File: src/rtl/ulprb_pkg.sv
// types, codes and helper functions shared by the uplink prb allocation pipeline
package ulprb_pkg;

    // configuration register indexes
    localparam logic CFG_CELL_PRB   = 1'b0;
    localparam logic CFG_HOP_OFFSET = 1'b1;

    // reset value of the cell width register
    localparam logic [6:0] CELL_PRB_RESET = 7'd50;

    // hop_kind result codes
    localparam logic [1:0] KIND_NONE  = 2'd0;
    localparam logic [1:0] KIND_TYPE1 = 2'd1;
    localparam logic [1:0] KIND_TYPE2 = 2'd2;

    // hopping mode request codes, values five to seven are invalid
    typedef enum logic [2:0] {
        HOP_NONE    = 3'd0,
        HOP_TYPE2   = 3'd1,
        HOP_PLUS_Q  = 3'd2,
        HOP_MINUS_Q = 3'd3,
        HOP_HALF    = 3'd4
    } t_hop_sel;

    // pipeline layout
    localparam int RIV_W       = 14;
    localparam int MOD_W       = 8;
    localparam int BITS_PER_ST = 2;
    localparam int ST_IN       = 0;
    localparam int ST_DIV_LAST = ST_IN + RIV_W / BITS_PER_ST;
    localparam int ST_MIRROR   = ST_DIV_LAST + 1;
    localparam int ST_HOP      = ST_MIRROR + 1;
    localparam int ST_MOD_LAST = ST_HOP + MOD_W / BITS_PER_ST;
    localparam int ST_OUT      = ST_MOD_LAST + 1;
    localparam int NUM_ST      = ST_OUT + 1;

    // one request as it moves through the pipeline
    typedef struct packed {
        logic [RIV_W-1:0] dvd;
        logic [RIV_W-1:0] quo;
        logic [6:0]       rem;
        t_hop_sel         mode;
        logic [2:0]       dmrs;
        logic [6:0]       len;
        logic [6:0]       s0;
        logic [7:0]       s1;
        logic             len_ok;
        logic             bad;
        logic [1:0]       kind;
        logic             do_mod;
        logic [MOD_W-1:0] mdvd;
        logic [6:0]       mrem;
        logic [6:0]       band;
    } t_item;

    // one restoring division step: {quotient bit, new remainder}
    function automatic logic [7:0] div_step(logic [6:0] rem, logic dbit, logic [6:0] dvs);
        logic [7:0] t;
        t = {rem, dbit};
        if (t >= {1'b0, dvs}) begin
            div_step = {1'b1, 7'(t - {1'b0, dvs})};
        end else begin
            div_step = {1'b0, t[6:0]};
        end
    endfunction

endpackage

File: src/rtl/ul_prb_allocation_type1_hop.sv
// uplink prb allocation decoder with type-1 frequency hopping, fully pipelined
//
// Decodes one uplink grant per request: the resource indication value is split
// into quotient and remainder by the effective cell width (cell_prb_count
// clamped to MAX_PRB), mirrored where start plus length runs past the cell,
// and the slot-one start is then derived for the selected hopping mode inside
// the hopping band. A new request is taken every clock cycle while the
// pipeline is not stalled by back-pressure; each request passes 15 register
// stages: the input register, the 14-bit restoring divider (two quotient
// bits per stage, seven stages), the mirror and hop stages, the 8-bit band
// modulo (four stages) and the check stage. Valid bits travel with each
// stage and empty stages close up under back-pressure, so requests are still
// taken while a finished result waits at the output register. The
// configuration port is a plain write port, register 0 is the cell width
// (reset 50) and register 1 the hopping offset (reset 0); it must only be
// written while no request is in flight.
module ul_prb_allocation_type1_hop #(
    parameter int MAX_PRB = 110
) (
    input  logic       i_clk,
    input  logic       i_rst_n,
    // configuration
    input  logic       i_cfg_we,
    input  logic       i_cfg_idx,
    input  logic [6:0] i_cfg_data,
    // grant request channel
    input  logic        i_valid,
    output logic        o_ready,
    input  logic [13:0] i_riv,
    input  logic [2:0]  i_hop_sel,
    input  logic [2:0]  i_dmrs_shift_in,
    // allocation result channel
    output logic       o_valid,
    input  logic       i_ready,
    output logic [6:0] o_start_prb_slot0,
    output logic [6:0] o_start_prb_slot1,
    output logic [6:0] o_length_prb,
    output logic [1:0] o_hop_kind,
    output logic [2:0] o_dmrs_shift,
    output logic       o_status
);
    import ulprb_pkg::*;

    localparam logic [6:0] MaxPrb = 7'(MAX_PRB);

    // configuration registers
    logic [6:0] r_cell;
    logic [6:0] r_ho;
    logic [6:0] w_n;

    // pipeline stage registers and their valid bits
    t_item             r_st [NUM_ST];
    t_item             n_st [NUM_ST];
    logic [NUM_ST-1:0] r_vld;
    logic [NUM_ST-1:0] n_vld;
    logic [NUM_ST-1:0] w_en;

    // two division steps of riv by the cell width
    function automatic t_item f_div(t_item a, logic [6:0] n);
        t_item      o;
        logic [7:0] t;
        o = a;
        for (int b = 0; b < BITS_PER_ST; b++) begin
            t     = div_step(o.rem, o.dvd[RIV_W-1], n);
            o.quo = {o.quo[RIV_W-2:0], t[7]};
            o.rem = t[6:0];
            o.dvd = {o.dvd[RIV_W-2:0], 1'b0};
        end
        return o;
    endfunction

    // length and start, mirrored when the allocation wraps past the cell
    function automatic t_item f_mirror(t_item a, logic [6:0] n);
        t_item             o;
        logic signed [16:0] l;
        logic signed [16:0] s;
        logic signed [16:0] nn;
        o  = a;
        nn = $signed({10'b0, n});
        l  = $signed({3'b0, a.quo}) + 17'sd1;
        s  = $signed({10'b0, a.rem});
        if (l + s > nn) begin
            l = nn + 17'sd2 - l;
            s = nn - 17'sd1 - s;
        end
        o.len_ok = (n != 7'd0) && (l >= 17'sd1) && (l <= nn);
        o.bad    = !o.len_ok;
        o.len    = o.len_ok ? l[6:0] : 7'd0;
        o.s0     = (n == 7'd0) ? 7'd0 : s[6:0];
        return o;
    endfunction

    // hopping band, offset check and slot-one preparation
    function automatic t_item f_hop(t_item a, logic [6:0] n, logic [6:0] ho);
        t_item             o;
        logic [7:0]        ho_r;
        logic [6:0]        half_ho;
        logic signed [8:0] band;
        logic [6:0]        b7;
        logic [6:0]        quarter;
        o       = a;
        ho_r    = {1'b0, ho} + {7'b0, ho[0]};
        half_ho = ho_r[7:1];
        band    = $signed({2'b0, n}) - $signed({1'b0, ho_r}) - $signed({8'b0, n[0]});
        b7      = band[6:0];
        quarter = b7 >> 2;
        o.s1     = {1'b0, a.s0};
        o.do_mod = 1'b0;
        o.mdvd   = '0;
        o.mrem   = '0;
        o.band   = b7;
        o.kind   = KIND_NONE;
        unique case (a.mode)
            HOP_NONE: begin
                o.kind = KIND_NONE;
            end
            HOP_TYPE2: begin
                o.kind = KIND_TYPE2;
            end
            HOP_PLUS_Q, HOP_MINUS_Q, HOP_HALF: begin
                o.kind = KIND_TYPE1;
                if (a.s0 < half_ho) begin
                    // offset error
                    o.bad  = 1'b1;
                    o.dmrs = 3'd0;
                end else if (band <= 9'sd0) begin
                    // empty hopping band
                    o.bad = 1'b1;
                end else if (a.mode == HOP_PLUS_Q) begin
                    o.do_mod = 1'b1;
                    o.mdvd   = {1'b0, quarter} + {1'b0, a.s0};
                end else if (a.mode == HOP_MINUS_Q) begin
                    if (a.s0 < quarter) begin
                        o.s1 = {1'b0, b7} + {1'b0, a.s0} - {1'b0, quarter};
                    end else begin
                        o.s1 = {1'b0, a.s0} - {1'b0, quarter};
                    end
                end else begin
                    o.do_mod = 1'b1;
                    o.mdvd   = {1'b0, b7 >> 1} + {1'b0, a.s0};
                end
            end
            default: begin
                o.bad = 1'b1;
            end
        endcase
        return o;
    endfunction

    // two steps of the band modulo
    function automatic t_item f_mod(t_item a);
        t_item      o;
        logic [7:0] t;
        o = a;
        for (int b = 0; b < BITS_PER_ST; b++) begin
            t      = div_step(o.mrem, o.mdvd[MOD_W-1], o.band);
            o.mrem = t[6:0];
            o.mdvd = {o.mdvd[MOD_W-2:0], 1'b0};
        end
        return o;
    endfunction

    // final slot-one select and cell overflow check
    function automatic t_item f_out(t_item a, logic [6:0] n);
        t_item      o;
        logic [7:0] s1f;
        o   = a;
        s1f = a.do_mod ? {1'b0, a.mrem} : a.s1;
        o.s1 = s1f;
        if (a.len_ok && (({2'b0, a.s0} + {2'b0, a.len} > {2'b0, n})
                || ({1'b0, s1f} + {2'b0, a.len} > {2'b0, n}))) begin
            o.bad = 1'b1;
        end
        return o;
    endfunction

    // configuration writes
    always_ff @(posedge i_clk) begin
        if (!i_rst_n) begin
            r_cell <= CELL_PRB_RESET;
            r_ho   <= 7'd0;
        end else if (i_cfg_we) begin
            unique case (i_cfg_idx)
                CFG_CELL_PRB:   r_cell <= i_cfg_data;
                CFG_HOP_OFFSET: r_ho   <= i_cfg_data;
                default:        r_cell <= r_cell;
            endcase
        end
    end

    // effective cell width, clamped
    assign w_n = (r_cell > MaxPrb) ? MaxPrb : r_cell;

    // stage enables: a stage loads when it is empty or its content moves on
    always_comb begin
        w_en[NUM_ST-1] = !r_vld[NUM_ST-1] || i_ready;
        for (int k = NUM_ST - 2; k >= 0; k--) begin
            w_en[k] = !r_vld[k] || w_en[k+1];
        end
        n_vld[0] = i_valid;
        for (int k = 1; k < NUM_ST; k++) begin
            n_vld[k] = r_vld[k-1];
        end
    end

    // stage datapath
    always_comb begin
        n_st[ST_IN]      = '0;
        n_st[ST_IN].dvd  = i_riv;
        n_st[ST_IN].mode = t_hop_sel'(i_hop_sel);
        n_st[ST_IN].dmrs = i_dmrs_shift_in;
        for (int k = ST_IN + 1; k <= ST_DIV_LAST; k++) begin
            n_st[k] = f_div(r_st[k-1], w_n);
        end
        n_st[ST_MIRROR] = f_mirror(r_st[ST_DIV_LAST], w_n);
        n_st[ST_HOP]    = f_hop(r_st[ST_MIRROR], w_n, r_ho);
        for (int k = ST_HOP + 1; k <= ST_MOD_LAST; k++) begin
            n_st[k] = f_mod(r_st[k-1]);
        end
        n_st[ST_OUT] = f_out(r_st[ST_MOD_LAST], w_n);
    end

    // valid bits
    always_ff @(posedge i_clk) begin
        if (!i_rst_n) begin
            r_vld <= '0;
        end else begin
            for (int k = 0; k < NUM_ST; k++) begin
                if (w_en[k]) begin
                    r_vld[k] <= n_vld[k];
                end
            end
        end
    end

    // payload registers
    always_ff @(posedge i_clk) begin
        for (int k = 0; k < NUM_ST; k++) begin
            if (w_en[k]) begin
                r_st[k] <= n_st[k];
            end
        end
    end

    // ports, no request is taken while reset is held
    assign o_ready           = i_rst_n && w_en[ST_IN];
    assign o_valid           = r_vld[ST_OUT];
    assign o_start_prb_slot0 = r_st[ST_OUT].s0;
    assign o_start_prb_slot1 = r_st[ST_OUT].s1[6:0];
    assign o_length_prb      = r_st[ST_OUT].len;
    assign o_hop_kind        = r_st[ST_OUT].kind;
    assign o_dmrs_shift      = r_st[ST_OUT].dmrs;
    assign o_status          = r_st[ST_OUT].bad;

endmodule

File: config.mk
export PLATFORM = sky130hd
export DESIGN_NAME = ul_prb_allocation_type1_hop
export DESIGN_NICKNAME = d
export VERILOG_FILES = /design/src/rtl/ulprb_pkg.sv /design/src/rtl/ul_prb_allocation_type1_hop.sv
export SDC_FILE = /design/constraint.sdc
export NUM_CORES = 1
export LEC_CHECK = 0
export ABC_CLOCK_PERIOD_IN_PS = 6710
export BUFFER_PORTS_ARGS = -buffer_cell sky130_fd_sc_hd__buf_2
export CELL_PAD_IN_SITES_DETAIL_PLACEMENT = 0
export CELL_PAD_IN_SITES_GLOBAL_PLACEMENT = 1
export CORE_ASPECT_RATIO = 0.75
export CORE_MARGIN = 2
export CORE_UTILIZATION = 25
export DETAILED_ROUTE_END_ITERATION = 8
export PLACE_DENSITY_LB_ADDON = 0.1
export SYNTH_ARGS = -nofsm -noshare
export SYNTH_HDL_FRONTEND = slang
export SYNTH_SLANG_ARGS = --single-unit
File: constraint.sdc
create_clock -name i_clk -period 6.71 [get_ports i_clk]
set_input_delay 0.3355 -clock i_clk [delete_from_list [all_inputs] [get_ports i_clk]]
set_output_delay 0.3355 -clock i_clk [all_outputs]
set_load 0.02 [all_outputs]
Word level (Yosys, flattened, before mapping). Memory sizes are Yosys's and may differ from the RTL's. Index checks and enable logic that the tools add are counted.

Output and inout port bits: 29. Flip-flop bits (word level): 29. Memories kept: 1. RAM bits: 1350. Logic and storage cells: 211. Latch bits: 0. ROM bits: 0.

Multiplexer cells: 76. Multiply operators: 0. Bitwise logic cells: 1. Add/subtract/negate cells: 38. Reduce and logical (&&, ||, !) cells: 43. Divide/modulo/power cells: 0. Eq/ne operators: 4. Magnitude comparators: 31. Shift operators: 0.

Memories: r_st (depth 15, bits a word 90, rd ports 15, clocked after Yosys merged registers in 0, wr ports 15, RTL line ul_prb_allocation_type1_hop.sv:52) `t_item r_st [NUM_ST];`.

Operators with widths (count): $ge 8x7->1 (22); $mux 8 (21); $sub 7x7->7 (23); $mux 7 (12); $mux 9 (5); $mux 1 (33); $ge 17x2->1 const B (1); $le 17x8->1 (1); $mux 17 (1); $add 15x7->16 (1); $add 7x7->8 (2); $gt 16x7->1 (1); $logic_not 1->1 (16); $logic_or 1x1->1 (16); $sub 8x15->16 (1); $add 14x1->15 const B (1); $add 8x7->9 (1); $gt 9x7->1 (1); $le 9x1->1 const B (1); $sub 7x8->9 (1); $sub 9x2->9 (1); $add 5x7->8 (1); $add 6x7->8 (1); $add 7x1->8 (1); other kinds (22) (28).

Longest topological paths before layout.
Depth in word-level cells: 18. Mapped depth: 26. Mapped depth without buffers: 25.

Worst setup path after synthesis. OpenSTA, ideal clock, no wires.

Path kind: register -> register. Start point: reg r_cell[5]. End point: mem r_st[0][686] in the netlist's numbering (data pin). Slack: 1165 ps. Buffers on the path: 1. Data required time: 6450 ps. Arrival: 5285 ps. Cell stages (with the launch flop): 19. Period minus slack after synthesis: 5545 ps. Cell sequence: dfxtp_1 -> a31oi_1 -> ha_1 -> nor2b_1 -> o21ai_0 -> a21boi_0 -> o21a_1 -> o21ai_0 -> nor2b_1 -> clkbuf_1 -> mux2i_1 -> fa_1 -> a21o_1 -> a21oi_1 -> o21bai_1 -> a21oi_1 -> o21ai_0 -> a221oi_2 -> mux2_2.

RTL lines: start: declaration (RTL line ul_prb_allocation_type1_hop.sv:47) `logic [6:0] r_cell;`; start signal: assignment (RTL line ul_prb_allocation_type1_hop.sv:184) `CFG_CELL_PRB: r_cell <= i_cfg_data;`; start signal: assignment (RTL line ul_prb_allocation_type1_hop.sv:186) `default: r_cell <= r_cell;`; end: declaration (RTL line ul_prb_allocation_type1_hop.sv:52).

==> implementation parameters <==
Parameter                              Value

Status
  Run status    complete, but fails checks
  Violations in the final reports    DRC

Floorplan
  IO Count    just over 60
  Horizontal die dimension    roughly 380 um
  Row count    104
  Initial core utilization    0.253
  Die Y-Extent    roughly 290 um
  Core ar.    107000 um2
  Die area    about 110000 um2

Global routing
  Global-route met1 utilization    0.198
  First-pass GRT wire length    between 100 and 150 mm
  Overall global routing resource usage    0.122
  Overflow after GRT    0
  Initial antenna violation count    5
  Pin count of the biggest net entering global routing    50
  GR met3 Demand/Resource    0.0179
  Most used routing layer    met1
  GR Layer Usage met2    0.166
  Vias in the first global route    approximately 16000

Worst setup path
  Reg2Reg Launch Point    r_st[0][692]$_DFFE_PP_
  Cell with the largest stage delay on the worst path    sky130_fd_sc_hd__nor3_4
  Launching element type of the critical path    register
  Worst r2r dst    r_st[1][25]$_DFFE_PP_
  Maximum net fanout on the critical path    10
  Type of destination of the critical path    register
  Count of buffer and inverter cells on the critical path    1
  Data arrival time at the worst-slack endpoint    ~6.6 ns
  Crit-path cells    ha_1, and3_1, xnor2_1, ha_1, a21oi_1, o21ai_0, xor2_1, ha_1, nand4_1, o21ai_0, o21ai_0, o2111ai_1, nor3_4, mux2_2, ha_1, a21oi_1, nor2b_1, o21ai_0, nand2_1, a21oi_1, and3b_1, a2111oi_2, buf_4, nand3_1
  Largest stage delay on the critical path    approximately 0.57 ns
  Data required time at the worst endpoint    7.07 ns
  R2R Setup Slk    0.47 ns
  Length in cells of the worst reg-to-reg path    24
  Kind of cell adding the most delay to the critical path    compound AO/OA/AOI/OAI gates
  Crit Path Category    register to register

Power and ir drop
  Peak VDD IR    ~200 uV
  Clock network fraction of design power    0.202
  Sw Share    0.370
  Cell area power density    521 nW/um2
  Power Total    16.5 mW
  Combinational group share of total power    0.489
  Sw Pwr    between 6 and 7 mW
  Internal power summed over all cells    a little over 10 mW
  Reg power frac    0.309
  Leak    roughly 13 nW

Finish
  Share of post-route cells with drive strength above 1    0.144
  Final net count    around 2600
  Area taken by flip-flops and latches    ~15000 um2
  Fill count    around 11000
  Commonest non-fill, non-tap cell in the layout    sky130_fd_sc_hd__edfxtp_1
  Synth-to-Final Area Change    16.5%
  Total area of multi-input combinational cells    between 10000 and 15000 um2
  Most frequent cells in the layout    sky130_fd_sc_hd__edfxtp_1, sky130_fd_sc_hd__ha_1, sky130_fd_sc_hd__inv_1

Synth
  Synthesized area    roughly 27000 um2
  Total number of yosys warnings    0
  Post-synthesis cell type count    a little under 70
  Post-Synthesis Mean Instance Area    12.8 um2
  Number of enable flip-flop cells after synthesis    480
  Library cell with the largest summed area after synthesis    sky130_fd_sc_hd__edfxtp_1
  Most instantiated flip-flop cell in the synthesis netlist    sky130_fd_sc_hd__edfxtp_1
  Number of instances in the synthesized netlist    between 2000 and 2500
  Largest cells by area after synthesis    sky130_fd_sc_hd__edfxtp_1, sky130_fd_sc_hd__ha_1, sky130_fd_sc_hd__mux2_2, sky130_fd_sc_hd__xnor2_1, sky130_fd_sc_hd__inv_1
  Share of synthesized flip-flops with an asynchronous set or reset    0
  Number of synthesized register bits    509
  Part of the Yosys area used for sequential elements    0.552
  Net count of the mapped netlist    about 2400
  Area fraction of the dominant cell type after synthesis    0.531

Route
  Routed vias/inst    about 4.2
  Post-DRT Antenna Nets    0
  Via count    between 15000 and 20000
  Final Routed Wirelength    67.1 mm
  Final routed wire length divided by cell count    between 15 and 20 um
  DR DRC count    8
  Detailed Route Iter0 Violations    between 800 and 900
  Pre-antenna DRT Iters    6

CTS
  Number of sinks handled by clock tree synthesis    509
  Worst-path clk slew    approximately 0.070 ns
  TritonCTS clock tree    built
  Clock network latency to the later pin of the worst-skew pair    0.64 ns
  CTS root buf    sky130_fd_sc_hd__clkbuf_16
  H-Tree Level Count    2
  TritonCTS buffer count    57
  Post-CTS Setup Inserts    0
  Clock Path Buffers    3

STA
  Final critical-path setup slack    0.474 ns
  Number of max-slew violations in the final report    0
  Top achievable clock speed    around 160 MHz
  Final worst-path cycle share    0.929
  Setup repair after global routing missed its margin    no
  Tightest Pin Transition    approximately 1.1 ns
  Setup Total Neg Slack    0 ns
  Count of endpoints failing hold in the final timing report    0
  Clock Skew    ~0.034 ns
  Period minus WS final    slightly above 6 ns
  Max_slew headroom    0.233
  Final setup vio count    0

Hold path
  Hold depth    3
  Hold Path Origin    i_cfg_idx
  Worst hold path type    input port to register
  Worst hold endpoint    r_ho[5]$_SDFFE_PN0P_

Job
  MaxCap Viol Count    0

Placed design
  Port bufs    61
  Detailed placement HPWL    50.5 mm
  Final RePlAce weighted congestion    0.809
  Worst setup timing slack at the placement stage    roughly 0.33 ns
-- layout make-up --
type / instances / share of cell area
flip-flops and latches: 509 / 0.474
multi-input cells: 1358 / 0.352
well taps: 1431 / 0.0566
clock buffers: 68 / 0.0464
repair buffers: 139 / 0.0304
inverters: 199 / 0.0236
clock inverters: 40 / 0.0169
diodes: 1 / 0.0000791
-- tightest hold or removal path: stages --
cell	delay, ns
sky130_fd_sc_hd__buf_2	0.16
sky130_fd_sc_hd__nand3_1	0.09
sky130_fd_sc_hd__a21boi_0	0.06
-- state kept, by name (all words and copies together), names as in the netlist --
signal,cells
r_vld,15
r_cell,7
r_ho,7
r_st,480
-- power groups by stage --
stage	logic (mW)	clock network, mW	registers (mW)
floorplan	6.34	0	4.86
global placement	8.08	0	5.17
detailed placement	8.04	0	5.17
CTS	8.15	3.46	5.12
global route	9.11	3.59	5.19
finish	8.07	3.34	5.09
-- worst max-delay path by stage --
stage                             end              startpoint  slack, ns  cells past startpoint
4_1_cts        r_st[0][327]$_DFFE_PP_  r_cell[5]$_SDFFE_PN1P_       0.35                     23
6_report        r_st[1][25]$_DFFE_PP_  r_st[0][692]$_DFFE_PP_       0.47                     24
3_5_place_dp   r_st[0][327]$_DFFE_PP_  r_cell[5]$_SDFFE_PN1P_       0.33                     23
5_1_grt         r_st[1][25]$_DFFE_PP_  r_st[0][692]$_DFFE_PP_       0.03                     24
2_1_floorplan  r_st[0][686]$_DFFE_PP_  r_cell[5]$_SDFFE_PN1P_       1.16                     18
3_3_place_gp   r_st[0][327]$_DFFE_PP_  r_cell[5]$_SDFFE_PN1P_       0.51                     23
-- kinds of logic after synthesis --
kind of cell	share of synthesized area
AND/OR/NAND/NOR	0.0786
adder cells (fa/ha/maj)	0.138
flip-flops	0.552
multiplexers	0.0561
AO/OA/AOI/OAI	0.0923
buffers and inverters	0.0385
XOR/XNOR	0.0441
-- through the flow --
stage / area, um2 / std cells / util / hold WS [ns]
after detailed placement: 29400 / 3608 / 0.273 / 0.405
after global routing: 31700 / 3744 / 0.294 / 0.0743
after global placement: 29400 / 3608 / 0.273 / 0.403
after floorplan: 27200 / 2117 / - / 0.400
after CTS: 31700 / 3744 / 0.294 / 0.0451
final: 31700 / 3745 / 0.294 / 0.0873
-- cells in the mapped netlist (29+ instances only) --
library cell	number
sky130_fd_sc_hd__a21boi_0	31
sky130_fd_sc_hd__a21o_1	61
sky130_fd_sc_hd__a21oi_1	106
sky130_fd_sc_hd__dfxtp_1	29
sky130_fd_sc_hd__edfxtp_1	480
sky130_fd_sc_hd__ha_1	259
sky130_fd_sc_hd__inv_1	198
sky130_fd_sc_hd__mux2_2	91
sky130_fd_sc_hd__mux2i_1	50
sky130_fd_sc_hd__nand2_1	75
sky130_fd_sc_hd__nand3_1	35
sky130_fd_sc_hd__nor2_1	116
sky130_fd_sc_hd__nor2b_1	49
sky130_fd_sc_hd__o21a_1	32
sky130_fd_sc_hd__o21ai_0	78
sky130_fd_sc_hd__xnor2_1	97
sky130_fd_sc_hd__xor2_1	38
-- repair_timing --
item                                   CTS  global route
gates resized for setup                  0             1
hold buffers                            28             0
setup endpoints to repair                0            25
endpoints found under the hold margin   30             0
-- per-layer routing --
layer,part of all wire,vias to the layer above
met3,0.030,63
li1,-,8050
met1,0.57,7618
met4,0.016,0
met5,0,-
met2,0.38,185
Note: power is estimated with default switching activity, not from simulation.
